`src/design/tpvs_pkg.sv`:
```
// Package for the tissue partial-volume split block: payload structs,
// label and mode codes, register indexes. No dependencies.
`default_nettype none
package tpvs_pkg;

    localparam int INTENSITY_BITS_DEF   = 16;
    localparam int WEIGHT_FRAC_BITS_DEF = 16;
    localparam int CFG_IDX_BITS         = 2;
    localparam int CFG_DATA_BITS        = INTENSITY_BITS_DEF;

    localparam logic [1:0] REG_MEAN_CSF   = 2'd0;
    localparam logic [1:0] REG_MEAN_GM    = 2'd1;
    localparam logic [1:0] REG_MEAN_WM    = 2'd2;
    localparam logic [1:0] REG_LABEL_MODE = 2'd3;

    localparam logic [1:0] MODE_KEEP   = 2'd0;
    localparam logic [1:0] MODE_PV     = 2'd1;
    localparam logic [1:0] MODE_ARGMAX = 2'd2;

    localparam logic [7:0] LAB_BG     = 8'd0;
    localparam logic [7:0] LAB_CSF    = 8'd1;
    localparam logic [7:0] LAB_GM_CSF = 8'd2;
    localparam logic [7:0] LAB_GM     = 8'd3;
    localparam logic [7:0] LAB_WM_GM  = 8'd4;
    localparam logic [7:0] LAB_WM     = 8'd5;

    typedef struct packed {
        logic [7:0]                    tissue_label;
        logic [INTENSITY_BITS_DEF-1:0] intensity;
    } voxel_t;

    typedef struct packed {
        logic [7:0] prob_csf;
        logic [7:0] prob_gm;
        logic [7:0] prob_wm;
        logic [7:0] label_out;
    } result_t;

endpackage
`default_nettype wire

```
`src/design/tissue_partial_volume_split.sv`:
```
// Top level of the tissue partial-volume split block.
// Depends on tpvs_pkg and tpvs_divider.
`default_nettype none
// Usage:
//   A voxel word (label, intensity) is taken at each rising edge with start
//   high and busy low. busy is tied low: one voxel per clock, always.
//   Each result word appears on result for one cycle with done high; the
//   receiver cannot stall, so nothing is held back.
//   Pipeline: one stage to form numerator and divisor, one divider stage
//   per quotient bit, then a multiply stage, a rounding/label stage and the
//   argmax output register. Throughput is one word a clock.
//   Configuration: cfg_we with cfg_index/cfg_data writes a register at once;
//   indexes 0..2 are the class means, 3 the label mode. Write only idle.
//   Reset clears the registers (means zero, mode keep) and all valid bits.
//   Mixed labels: w = (x - lo)/(hi - lo) clamped to 0..1, handled with
//   magnitudes so means in either order work; equal means give w = 1 when
//   x is above them. Labels above 5 act as background; argmax labels them 1.
module tissue_partial_volume_split #(
    parameter int WEIGHT_FRAC_BITS = tpvs_pkg::WEIGHT_FRAC_BITS_DEF
) (
    input  wire logic                  clk,
    input  wire logic                  rst_n,
    input  wire logic                  start,
    output logic                       busy,
    input  wire tpvs_pkg::voxel_t      voxel,
    output logic                       done,
    output tpvs_pkg::result_t          result,
    input  wire logic                  cfg_we,
    input  wire logic [tpvs_pkg::CFG_IDX_BITS-1:0]  cfg_index,
    input  wire logic [tpvs_pkg::CFG_DATA_BITS-1:0] cfg_data
);
    localparam int IB = tpvs_pkg::INTENSITY_BITS_DEF;
    localparam int F  = WEIGHT_FRAC_BITS;
    localparam int WB = F + 1;          // weight 0..ONE
    localparam int PB = F + 10;         // 255*ONE plus margin
    localparam logic [WB-1:0] ONE = WB'(1) << F;

    // tag carried through the divider: label, mode, saturated weight info
    typedef struct packed {
        logic [7:0] lab;
        logic [1:0] mode;
        logic       sat;     // w fixed without division
        logic       sat_one; // fixed value is ONE (else 0)
    } tag_t;

    logic [IB-1:0] mean_csf_reg, mean_gm_reg, mean_wm_reg;
    logic [1:0]    mode_reg;

    always_ff @(posedge clk or negedge rst_n)
    begin
        if (!rst_n)
        begin
            mean_csf_reg <= '0;
            mean_gm_reg  <= '0;
            mean_wm_reg  <= '0;
            mode_reg     <= tpvs_pkg::MODE_KEEP;
        end
        else if (cfg_we)
        begin
            unique case (cfg_index)
                tpvs_pkg::REG_MEAN_CSF:   mean_csf_reg <= IB'(cfg_data);
                tpvs_pkg::REG_MEAN_GM:    mean_gm_reg  <= IB'(cfg_data);
                tpvs_pkg::REG_MEAN_WM:    mean_wm_reg  <= IB'(cfg_data);
                tpvs_pkg::REG_LABEL_MODE: mode_reg     <= cfg_data[1:0];
                default: ;
            endcase
        end
    end

    assign busy = 1'b0;
    wire acc = start;

    // ---- stage 1: pick means, form magnitudes, decide saturation ----
    logic [IB-1:0] x, lo, hi, n_c, d_c;
    logic          sat_c, one_c;
    always_comb
    begin
        x  = IB'(voxel.intensity);
        lo = (voxel.tissue_label == tpvs_pkg::LAB_WM_GM) ? mean_gm_reg : mean_csf_reg;
        hi = (voxel.tissue_label == tpvs_pkg::LAB_WM_GM) ? mean_wm_reg : mean_gm_reg;
        n_c   = '0;
        d_c   = '1;
        sat_c = 1'b1;
        one_c = 1'b0;
        if (hi == lo)
            one_c = x > lo;
        else if (hi > lo)
        begin
            n_c = x - lo;
            d_c = hi - lo;
            if (x <= lo)          one_c = 1'b0;
            else if (n_c >= d_c)  one_c = 1'b1;
            else                  sat_c = 1'b0;
        end
        else
        begin
            n_c = lo - x;
            d_c = lo - hi;
            if (x >= lo)          one_c = 1'b0;
            else if (n_c >= d_c)  one_c = 1'b1;
            else                  sat_c = 1'b0;
        end
    end

    logic          v1_reg;
    logic [IB-1:0] n1_reg, d1_reg;
    tag_t          t1_reg;
    always_ff @(posedge clk or negedge rst_n)
    begin
        if (!rst_n) v1_reg <= 1'b0;
        else        v1_reg <= acc;
    end
    always_ff @(posedge clk)
    begin
        // saturated words divide 0/1-ish dummy; quotient ignored
        n1_reg <= sat_c ? '0 : n_c;
        d1_reg <= sat_c ? {{(IB-1){1'b0}}, 1'b1} : d_c;
        t1_reg <= '{lab: voxel.tissue_label, mode: mode_reg, sat: sat_c, sat_one: one_c};
    end

    // ---- divider stages ----
    logic          v2;
    logic [F-1:0]  q2;
    tag_t          t2;
    tpvs_divider #(.NB(IB), .QB(F), .TAG($bits(tag_t))) u_div (
        .clk(clk), .rst_n(rst_n), .in_valid(v1_reg), .num(n1_reg), .den(d1_reg),
        .in_tag(t1_reg), .out_valid(v2), .quo(q2), .out_tag(t2)
    );

    // ---- stage 3: products ----
    logic [WB-1:0] w;
    assign w = t2.sat ? (t2.sat_one ? ONE : '0) : {1'b0, q2};

    logic          v3_reg;
    logic [PB-1:0] plo_reg, phi_reg, ppv_reg;
    tag_t          t3_reg;
    always_ff @(posedge clk or negedge rst_n)
    begin
        if (!rst_n) v3_reg <= 1'b0;
        else        v3_reg <= v2;
    end
    always_ff @(posedge clk)
    begin
        plo_reg <= PB'(ONE - w) * PB'(255);
        phi_reg <= PB'(w) * PB'(255);
        ppv_reg <= (PB'(w) + ((t2.lab == tpvs_pkg::LAB_WM_GM) ? PB'(2) * PB'(ONE)
                                                               : PB'(ONE))) * PB'(85);
        t3_reg  <= t2;
    end

    // ---- stage 4: round, place channels, pv label ----
    localparam logic [PB-1:0] HALF = PB'(ONE >> 1);
    logic [7:0] rlo, rhi, rpv;
    assign rlo = 8'((plo_reg + HALF) >> F);
    assign rhi = 8'((phi_reg + HALF) >> F);
    assign rpv = 8'((ppv_reg + HALF) >> F);

    tpvs_pkg::result_t r4_c;
    logic pv_c;
    logic [7:0] rpv_sel;
    always_comb
    begin
        r4_c = '0;
        r4_c.label_out = t3_reg.lab;
        pv_c = 1'b1;
        unique case (t3_reg.lab)
            tpvs_pkg::LAB_CSF:    begin r4_c.prob_csf = 8'd255; rpv_sel = 8'd85; end
            tpvs_pkg::LAB_GM_CSF: begin r4_c.prob_csf = rlo; r4_c.prob_gm = rhi;
                                        rpv_sel = rpv; end
            tpvs_pkg::LAB_GM:     begin r4_c.prob_gm = 8'd255; rpv_sel = 8'd170; end
            tpvs_pkg::LAB_WM_GM:  begin r4_c.prob_gm = rlo; r4_c.prob_wm = rhi;
                                        rpv_sel = rpv; end
            tpvs_pkg::LAB_WM:     begin r4_c.prob_wm = 8'd255; rpv_sel = 8'd255; end
            default:              begin pv_c = 1'b0; rpv_sel = 8'd0; end
        endcase
        if (t3_reg.mode == tpvs_pkg::MODE_PV && pv_c)
            r4_c.label_out = rpv_sel;
    end

    logic              v4_reg;
    tpvs_pkg::result_t r4_reg;
    logic              am4_reg;
    always_ff @(posedge clk or negedge rst_n)
    begin
        if (!rst_n) v4_reg <= 1'b0;
        else        v4_reg <= v3_reg;
    end
    always_ff @(posedge clk)
    begin
        r4_reg  <= r4_c;
        am4_reg <= (t3_reg.mode == tpvs_pkg::MODE_ARGMAX) && (t3_reg.lab != tpvs_pkg::LAB_BG);
    end

    // ---- stage 5: argmax, first channel wins ties ----
    tpvs_pkg::result_t r5_c;
    always_comb
    begin
        r5_c = r4_reg;
        if (am4_reg)
        begin
            priority if (r4_reg.prob_wm > r4_reg.prob_csf && r4_reg.prob_wm > r4_reg.prob_gm)
                r5_c.label_out = 8'd3;
            else if (r4_reg.prob_gm > r4_reg.prob_csf)
                r5_c.label_out = 8'd2;
            else
                r5_c.label_out = 8'd1;
        end
    end

    logic              done_reg;
    tpvs_pkg::result_t result_reg;
    always_ff @(posedge clk or negedge rst_n)
    begin
        if (!rst_n) done_reg <= 1'b0;
        else        done_reg <= v4_reg;
    end
    always_ff @(posedge clk)
        result_reg <= r5_c;

    assign done   = done_reg;
    assign result = result_reg;

    // ---- checks ----
    a_lat: assert property (@(posedge clk) disable iff (!rst_n)
        v3_reg |=> ##1 done) else $error("pipeline dropped a word");
    // a weight of exactly one half rounds both channels up to 128
    a_mix_sum: assert property (@(posedge clk) disable iff (!rst_n)
        done && result.prob_wm == 8'd0 && result.prob_csf != 8'd0 && result.prob_gm != 8'd0
        |-> (9'(result.prob_csf) + 9'(result.prob_gm) == 9'd255)
            || (9'(result.prob_csf) + 9'(result.prob_gm) == 9'd256))
        else $error("mixed channels do not split 255");
    a_idle: assert property (@(posedge clk) disable iff (!rst_n)
        !busy) else $error("busy raised");
endmodule
`default_nettype wire

```
`src/design/tpvs_divider.sv`:
```
// Pipelined restoring divider: one quotient bit per stage, n < d assumed.
// Depends on nothing; carries a tag alongside the data.
`default_nettype none
module tpvs_divider #(
    parameter int NB  = 16,
    parameter int QB  = 16,
    parameter int TAG = 8
) (
    input  wire logic           clk,
    input  wire logic           rst_n,
    input  wire logic           in_valid,
    input  wire logic [NB-1:0]  num,
    input  wire logic [NB-1:0]  den,
    input  wire logic [TAG-1:0] in_tag,
    output logic                out_valid,
    output logic [QB-1:0]       quo,
    output logic [TAG-1:0]      out_tag
);
    // remainder stays below den, so NB+1 bits suffice for the shifted value
    logic [QB:0]     vld_reg;
    logic [NB-1:0]   rem_reg [QB+1];
    logic [NB-1:0]   den_reg [QB+1];
    logic [QB-1:0]   q_reg   [QB+1];
    logic [TAG-1:0]  tag_reg [QB+1];

    always_comb
    begin
        vld_reg[0] = in_valid;
        rem_reg[0] = num;
        den_reg[0] = den;
        q_reg[0]   = '0;
        tag_reg[0] = in_tag;
    end

    for (genvar s = 0; s < QB; s++) begin : g_stage
        logic [NB:0] sh;
        logic        ge;
        assign sh = {rem_reg[s], 1'b0};
        assign ge = sh >= {1'b0, den_reg[s]};
        always_ff @(posedge clk or negedge rst_n)
        begin
            if (!rst_n)
                vld_reg[s+1] <= 1'b0;
            else
                vld_reg[s+1] <= vld_reg[s];
        end
        always_ff @(posedge clk)
        begin
            rem_reg[s+1] <= ge ? NB'(sh - {1'b0, den_reg[s]}) : sh[NB-1:0];
            den_reg[s+1] <= den_reg[s];
            q_reg[s+1]   <= {q_reg[s][QB-2:0], ge};
            tag_reg[s+1] <= tag_reg[s];
        end
    end

    assign out_valid = vld_reg[QB];
    assign quo       = q_reg[QB];
    assign out_tag   = tag_reg[QB];
endmodule
`default_nettype wire

```
`config.mk`:
```
export PLATFORM = sky130hd
export DESIGN_NAME = tissue_partial_volume_split
export DESIGN_NICKNAME = d
export VERILOG_FILES = /design/src/design/tpvs_pkg.sv /design/src/design/tissue_partial_volume_split.sv /design/src/design/tpvs_divider.sv
export SDC_FILE = /design/constraint.sdc
export NUM_CORES = 2
export LEC_CHECK = 0
export BUFFER_PORTS_ARGS = -buffer_cell sky130_fd_sc_hd__buf_2
export CAP_MARGIN = 15
export CORE_ASPECT_RATIO = 0.8
export CORE_UTILIZATION = 55
export CTS_CLUSTER_SIZE = 40
export DETAILED_ROUTE_END_ITERATION = 10
export GPL_TIMING_DRIVEN = 0
export PLACE_DENSITY_LB_ADDON = 0.25
export REMOVE_ABC_BUFFERS = 1
export SLEW_MARGIN = 15
export SYNTH_ARGS = -nofsm -noshare
export SYNTH_HDL_FRONTEND = slang
export SYNTH_SLANG_ARGS = --single-unit
```
`constraint.sdc`:
```
create_clock -name clk -period 9.1 [get_ports clk]
set_input_delay 1.82 -clock clk [delete_from_list [all_inputs] [get_ports clk]]
set_output_delay 1.82 -clock clk [all_outputs]
set_load 0.01 [all_outputs]
```
# [After elaboration in Yosys (flattened, before gate mapping)]
# Index checks and enable logic that the tools add are counted.
[totals] word_cells=241 output_inout_bits=34 ff_bits=1069 in_bits=46
[op_classes] n_lt_le_gt_ge=25 reduce_logical=12 n_mux=42 eq_ne=13 add_sub_neg=24 multipliers=3
[ops] operator="$mux 16" n=20
[ops] operator="$sub 16x16->16" n=19
[ops] operator="$ge 17x16->1" n=16
[ops] operator="$add 24x16->24 const B" n=3
[ops] operator="$ge 16x16->1" n=3
[ops] operator="$mux 17" n=2
[ops] operator="$eq 8x3->1 const B" n=4
[ops] operator="$gt 16x16->1" n=2
[ops] operator="$pmux 8 s2" n=2
[ops] operator="$pmux 8 s4" n=1
[ops] operator="$gt 8x8->1" n=3
[ops] operator="$mul 17x8->24 const B" n=1
[ops] operator="$mul 18x9->24 const B" n=1
[ops] operator="$mul 19x7->24 const B" n=1
[ops] operator="$pmux 8 s3" n=1
[ops] operator="$add 17x18->19" n=1
[ops] operator="$mux 18" n=1
[ops] operator="$sub 17x17->18 const A" n=1
[ops] operator="$eq 16x16->1" n=1
[ops] operator="$eq 8x2->1 const B" n=2
[ops] operator="$le 16x16->1" n=1
[ops] operator="$mux 8" n=2
[ops] operator="$mux 1" n=11
[ops] operator="$eq 8x1->1 const B" n=1
[ops] operator="9 further kinds" n=19

# [Logic depth before layout (Yosys ltp)]
[depth] word_depth=9 ltp_mapped=28 mapped_depth_nobuf=26

# [Modules after synthesis]
# From an unflattened synthesis, not the netlist that was laid out.
[hier_totals] hier_cells=5058 area_unflattened_um2=51356.8
[modules_own_cells] mod="tpvs_divider" seq_area_each_um2=16575.9 instances=1 area_each_um2=31834.3 cells_per_inst=2977
[modules_own_cells] mod="tissue_partial_volume_split" seq_area_each_um2=4274.1 instances=1 area_each_um2=19522.5 cells_per_inst=2081

# [Worst setup path after synthesis]
# Ideal clock, no wire load.
[synth_path] path_type="input port to flip-flop" start="input voxel[21] (netlist bit)" end="register, netlist name d1_reg[15]" t_arrival_ns=7.433 required_time_ns=9.027 stages=25 path_buffers=3 setup_ns=0.073 setup_slack_ns=1.594 cell_sequence="or4_4 > nor2_1 > buf_1 > clkbuf_1 > nand2_1 > nand2_1 > ha_1 > clkbuf_1 > nand2_1 > a2111oi_0 > a21oi_1 > a31oi_1 > a31oi_1 > o21ai_0 > xnor2_1 > ha_1 > a21oi_1 > nor2_1 > a2111oi_0 > o21ai_0 > a221oi_2 > nor4b_4 > and2b_1 > mux2_2 > nor3_2"
[synth_via] elab_chain_len=8 word_cells_on_any_way=21 classes_between="add/sub: 4; order compare: 5; eq/ne: 2; mux: 10"
[synth_lines] item="start: declaration" line="tissue_partial_volume_split.sv:25" text="input wire tpvs_pkg::voxel_t voxel,"
[synth_lines] item="$eq 8x3->1 (*)" line="tissue_partial_volume_split.sv:79, tissue_partial_volume_split.sv:80"
[synth_lines] item="$mux 16 (on tied branches)" line="tissue_partial_volume_split.sv:79, tissue_partial_volume_split.sv:80"
[synth_lines] item="$sub 16x16->16 (on tied branches)"
[synth_lines] item="$ge 16x16->1 (on tied branches)" line="tissue_partial_volume_split.sv:100, tissue_partial_volume_split.sv:92"
[synth_lines] item="$mux 1 (on tied branches)" line="tissue_partial_volume_split.sv:100, tissue_partial_volume_split.sv:92"
[synth_lines] item="$mux 1 (on tied branches)" line="tissue_partial_volume_split.sv:99, tissue_partial_volume_split.sv:91"
[synth_lines] item="$mux 1" line="tissue_partial_volume_split.sv:87" text="else if (hi > lo)"
[synth_lines] item="$mux 1" line="tissue_partial_volume_split.sv:85" text="if (hi == lo)"
# Every way passes the cells marked *; elsewhere a longest branch is shown, timed or not.
# A chain may end at the register's enable or synchronous reset.

# [Worst setup path after layout]
[layout_path] start="input voxel[17] (netlist bit)" end="register, netlist name d1_reg[13]"
[layout_via] elab_chain_len=8 word_cells_on_any_way=21 classes_between="add/sub: 4; order compare: 5; eq/ne: 2; mux: 10"
[layout_lines] item="$eq 8x3->1 (*)" line="tissue_partial_volume_split.sv:79, tissue_partial_volume_split.sv:80"
[layout_lines] item="$mux 16 (on tied branches)" line="tissue_partial_volume_split.sv:79, tissue_partial_volume_split.sv:80"
[layout_lines] item="$sub 16x16->16 (on tied branches)"
[layout_lines] item="$ge 16x16->1 (on tied branches)" line="tissue_partial_volume_split.sv:100, tissue_partial_volume_split.sv:92"
[layout_lines] item="$mux 1 (on tied branches)" line="tissue_partial_volume_split.sv:100, tissue_partial_volume_split.sv:92"
[layout_lines] item="$mux 1 (on tied branches)" line="tissue_partial_volume_split.sv:99, tissue_partial_volume_split.sv:91"
[layout_lines] item="$mux 1" line="tissue_partial_volume_split.sv:87"
[layout_lines] item="$mux 1" line="tissue_partial_volume_split.sv:85"
# Marked as above.

==> impl_metrics.tcl <==
set metrics [dict create \
    drive_above_1_share_pct 9.14 \
    worst_setup_hold_path_clk_slew_ns 0.07 \
    endpoint_of_the_most_critical_register_to_register_path "plo_reg[23]" \
    detailroute.via_count 33600 \
    grt_start_max_net_pins 63 \
    hold_start "u_div.q_reg[38]" \
    slew_viol_final 0 \
    die_span_in_x_microns 340 \
    antenna_violations_before_repair 1 \
    ff2ff_path_depth 25 \
    globalRoute.totalOverflow 0 \
    r2r_setup_slack_ns 1.41 \
    final_min_period_over_clock_period_pct 92.5 \
    detailedPlace.worstSlack_ns 0.129 \
    cts_root_buffer "sky130_fd_sc_hd__clkbuf_16" \
    postSynth.asyncResetShare_pct 6.84 \
    cell_type_contributing_the_most_total_cell_area_after_synthesis "sky130_fd_sc_hd__dfxtp_1" \
    cts-buffers-inserted 95 \
    die-height_microns 272 \
    design.portCount 80 \
    dp_hpwl_mm 78.9 \
    instance_count_of_the_mapped_netlist 4996 \
    wire_length_of_the_first_global_routing_pass_mm 166 \
    timing.hold.worst.class "register to register" \
    synth_largest_type_area_fraction_pct 38.0 \
    wire_per_inst_microns 15.8 \
    detail_route.wirelength_mm 101 \
    worst_path_maximum_fanout 28 \
    initialDrtViolationCount 2185 \
    synthToLayoutAreaGrowth_pct 10.5 \
    endpoints_failing_hold 0 \
    setup_viol 0 \
    final_period_minus_worst_setup_slack_ns 8.42 \
    rr_startpoint "u_div.out_tag[1]" \
    critical_path_arrival_ns 9.01 \
    hold_path_end "u_div.q_reg[23]" \
    yosysSeqAreaShare_pct 41.5 \
    cp-end-kind "register" \
    post_cts_hold_buffer_count 0 \
    remaining_drc_errors 0 \
    skew_ns 0.0321 \
    worst_skew_pair.late_latency_ns 0.67 \
    layout_setup_ws_ns 0.681 \
    holdPathStages 0 \
    dominantRegCellSynth "sky130_fd_sc_hd__dfxtp_1" \
    finish.utilization_pct 61.7 \
    max_slew_margin_pct 34.6 \
    gpl_congestion 0.920 \
    ctsLongestPathBuffers 3 \
    synth_warnings 0 \
    cells_after_dpl 6208 \
    num-nets-final 5868 \
    initial_utilization_pct 55.9 \
    run_status "finished, final reports clean" \
    startpoint_type "primary input" \
    maxCapViolations 0 \
    place.port_buffers 78 \
    post_synth.cell_area_avg_sq_um 10.1 \
    synth_seq_cells 1024 \
    postCtsSetupRepairBufs 0 \
    core_region_sq_mm 0.0900 \
    worst-endpoint-required_ns 9.69 \
    global_route.usage.total_pct 21.8 \
    rsz_0062_raised_after_global_routing "no" \
    netlist-cell-type-count 92 \
    first_pass_iters 8 \
    max_clock_freq_mhz 119 \
    drt_via_density 5.27 \
    cts-resized-gates 0 \
    synth-edff-count 0 \
    synthTopCellsByArea "sky130_fd_sc_hd__dfxtp_1 (38%), sky130_fd_sc_hd__ha_1 (13%), sky130_fd_sc_hd__fa_1 (7.4%), sky130_fd_sc_hd__inv_1 (5.6%), sky130_fd_sc_hd__xnor2_1 (3.8%)" \
    die-area_sq_mm 0.0927 \
    tritoncts "done" \
    hold-worst-slack_ns 0.319 \
    worst-slew-pin-transition_ns 0.978 \
    grt_pass1_vias 33100 \
    crit_type "primary input to register" \
    clock-sinks 1024 \
    post_layout_nonfiller_instances 6385 \
    cts.htree.levels 3 \
    antenna_violating_nets_left 0 \
    cell_area_after_synthesis_sq_mm 0.0503 \
    floorplan.rows 98 \
]
Yosys cell counts, types with 34 or more instances:
cell                       instances
sky130_fd_sc_hd__xor2_1          104
sky130_fd_sc_hd__ha_1            530
sky130_fd_sc_hd__o21a_1           49
sky130_fd_sc_hd__dfrtp_1          70
sky130_fd_sc_hd__nor2b_1          70
sky130_fd_sc_hd__o21ai_0         183
sky130_fd_sc_hd__dfxtp_1         954
sky130_fd_sc_hd__nor2_1          291
sky130_fd_sc_hd__mux2i_1          40
sky130_fd_sc_hd__and2_1           35
sky130_fd_sc_hd__mux2_2          163
sky130_fd_sc_hd__xnor2_1         221
sky130_fd_sc_hd__a21boi_0         34
sky130_fd_sc_hd__a21o_1           68
sky130_fd_sc_hd__nor3_1           44
sky130_fd_sc_hd__o21bai_1         34
sky130_fd_sc_hd__nand4_1          64
sky130_fd_sc_hd__nand3_1          59
sky130_fd_sc_hd__nand2_1         197
sky130_fd_sc_hd__clkbuf_1         59
sky130_fd_sc_hd__inv_1           756
sky130_fd_sc_hd__a21oi_1         300
sky130_fd_sc_hd__fa_1            187
sky130_fd_sc_hd__nand2b_1         87
metrics by stage:
step                      cell area [sq um]  setup TNS [ns]
after floorplan                       50000               0
after global placement                51800          -23.39
after detailed placement              52100               0
after CTS                             55600               0
after global routing                  55600               0
final                                 55600               0
critical path, stage by stage:
cell,delay (ns)
sky130_fd_sc_hd__buf_2,0.13
sky130_fd_sc_hd__nor4b_4,0.57
sky130_fd_sc_hd__nand2_2,0.53
sky130_fd_sc_hd__mux2i_1,0.42
sky130_fd_sc_hd__inv_1,0.13
sky130_fd_sc_hd__ha_1,0.49
sky130_fd_sc_hd__nand2_1,0.22
sky130_fd_sc_hd__a2111oi_0,0.42
sky130_fd_sc_hd__a21oi_1,0.07
sky130_fd_sc_hd__a31oi_1,0.53
sky130_fd_sc_hd__a31oi_1,0.25
sky130_fd_sc_hd__o21ai_0,0.28
sky130_fd_sc_hd__xnor2_1,0.24
sky130_fd_sc_hd__ha_1,0.31
sky130_fd_sc_hd__a21oi_1,0.14
sky130_fd_sc_hd__nor2_1,0.06
sky130_fd_sc_hd__a2111oi_0,0.33
sky130_fd_sc_hd__o21ai_0,0.20
sky130_fd_sc_hd__a221oi_2,0.38
sky130_fd_sc_hd__nor4b_4,0.79
sky130_fd_sc_hd__nor2_4,0.30
sky130_fd_sc_hd__nor3_1,0.23
sky130_fd_sc_hd__or2_1,0.16
per-layer routing:
| metal | up-vias | wire length (microns) | global-route usage, % |
|---|---|---|---|
| li1 | 16900 | - | - |
| met1 | 15800 | 48200 | 30.1 |
| met2 | 709 | 46000 | 36.2 |
| met3 | 132 | 4520 | 2.67 |
| met4 | 0 | 2040 | 5.76 |
| met5 | - | 0 | 0 |
worst max-delay path by stage:
stage / slack [ns] / endpoint / cells past startpoint / from
after global routing: 0.25 / d1_reg[13] / 23 / voxel[17]
after CTS: 0.77 / d1_reg[13] / 23 / voxel[17]
after global placement: -0.91 / n1_reg[11] / 21 / voxel[21]
after detailed placement: 0.13 / d1_reg[13] / 23 / voxel[17]
final: 0.68 / d1_reg[13] / 23 / voxel[17]
after floorplan: 1.11 / d1_reg[15] / 21 / voxel[21]
kinds of logic (layout without fill, tap and decap cells):
kind of cell | count (synthesis) | count (layout) | share of synthesized area [%]
fa+ha+maj | 719 | 719 | 20.7
buf+inv | 837 | 1024 | 6.33
xor+xnor | 325 | 325 | 5.66
flops | 1024 | 1024 | 41.5
other cells | 1 | 3 | 0.00746
simple gates | 965 | 965 | 9.61
mux | 207 | 207 | 4.54
compound gates | 918 | 918 | 11.7
cell type report:
class | instances | area [sq um]
Tap cell | 1200 | 1500
Antenna cell | 1 | 2.50
Fill cell | 7324 | 34400
Clock buffer | 120 | 2620
Sequential cell | 1024 | 20900
Clock inverter | 56 | 846
Inverter | 757 | 2840
Multi-Input combinational cell | 3136 | 26300
Timing Repair Buffer | 91 | 574
cells in the final DEF, fill, tap and decap left out, types with 68 or more instances in the layout:
master / Yosys / layout
sky130_fd_sc_hd__a21o_1: 68 / 68
sky130_fd_sc_hd__a21oi_1: 300 / 292
sky130_fd_sc_hd__buf_2: 12 / 77
sky130_fd_sc_hd__clkbuf_16: 0 / 97
sky130_fd_sc_hd__dfrtp_1: 70 / 70
sky130_fd_sc_hd__dfxtp_1: 954 / 954
sky130_fd_sc_hd__fa_1: 187 / 187
sky130_fd_sc_hd__ha_1: 530 / 530
sky130_fd_sc_hd__inv_1: 756 / 756
sky130_fd_sc_hd__mux2_2: 163 / 163
sky130_fd_sc_hd__nand2_1: 197 / 197
sky130_fd_sc_hd__nand2b_1: 87 / 87
sky130_fd_sc_hd__nor2_1: 291 / 289
sky130_fd_sc_hd__nor2b_1: 70 / 70
sky130_fd_sc_hd__o21ai_0: 183 / 183
sky130_fd_sc_hd__xnor2_1: 221 / 221
sky130_fd_sc_hd__xor2_1: 104 / 104
Power is left out: the tool's default activity adds up to more than one toggle a clock period on the data nets, which glitch-free logic cannot reach.
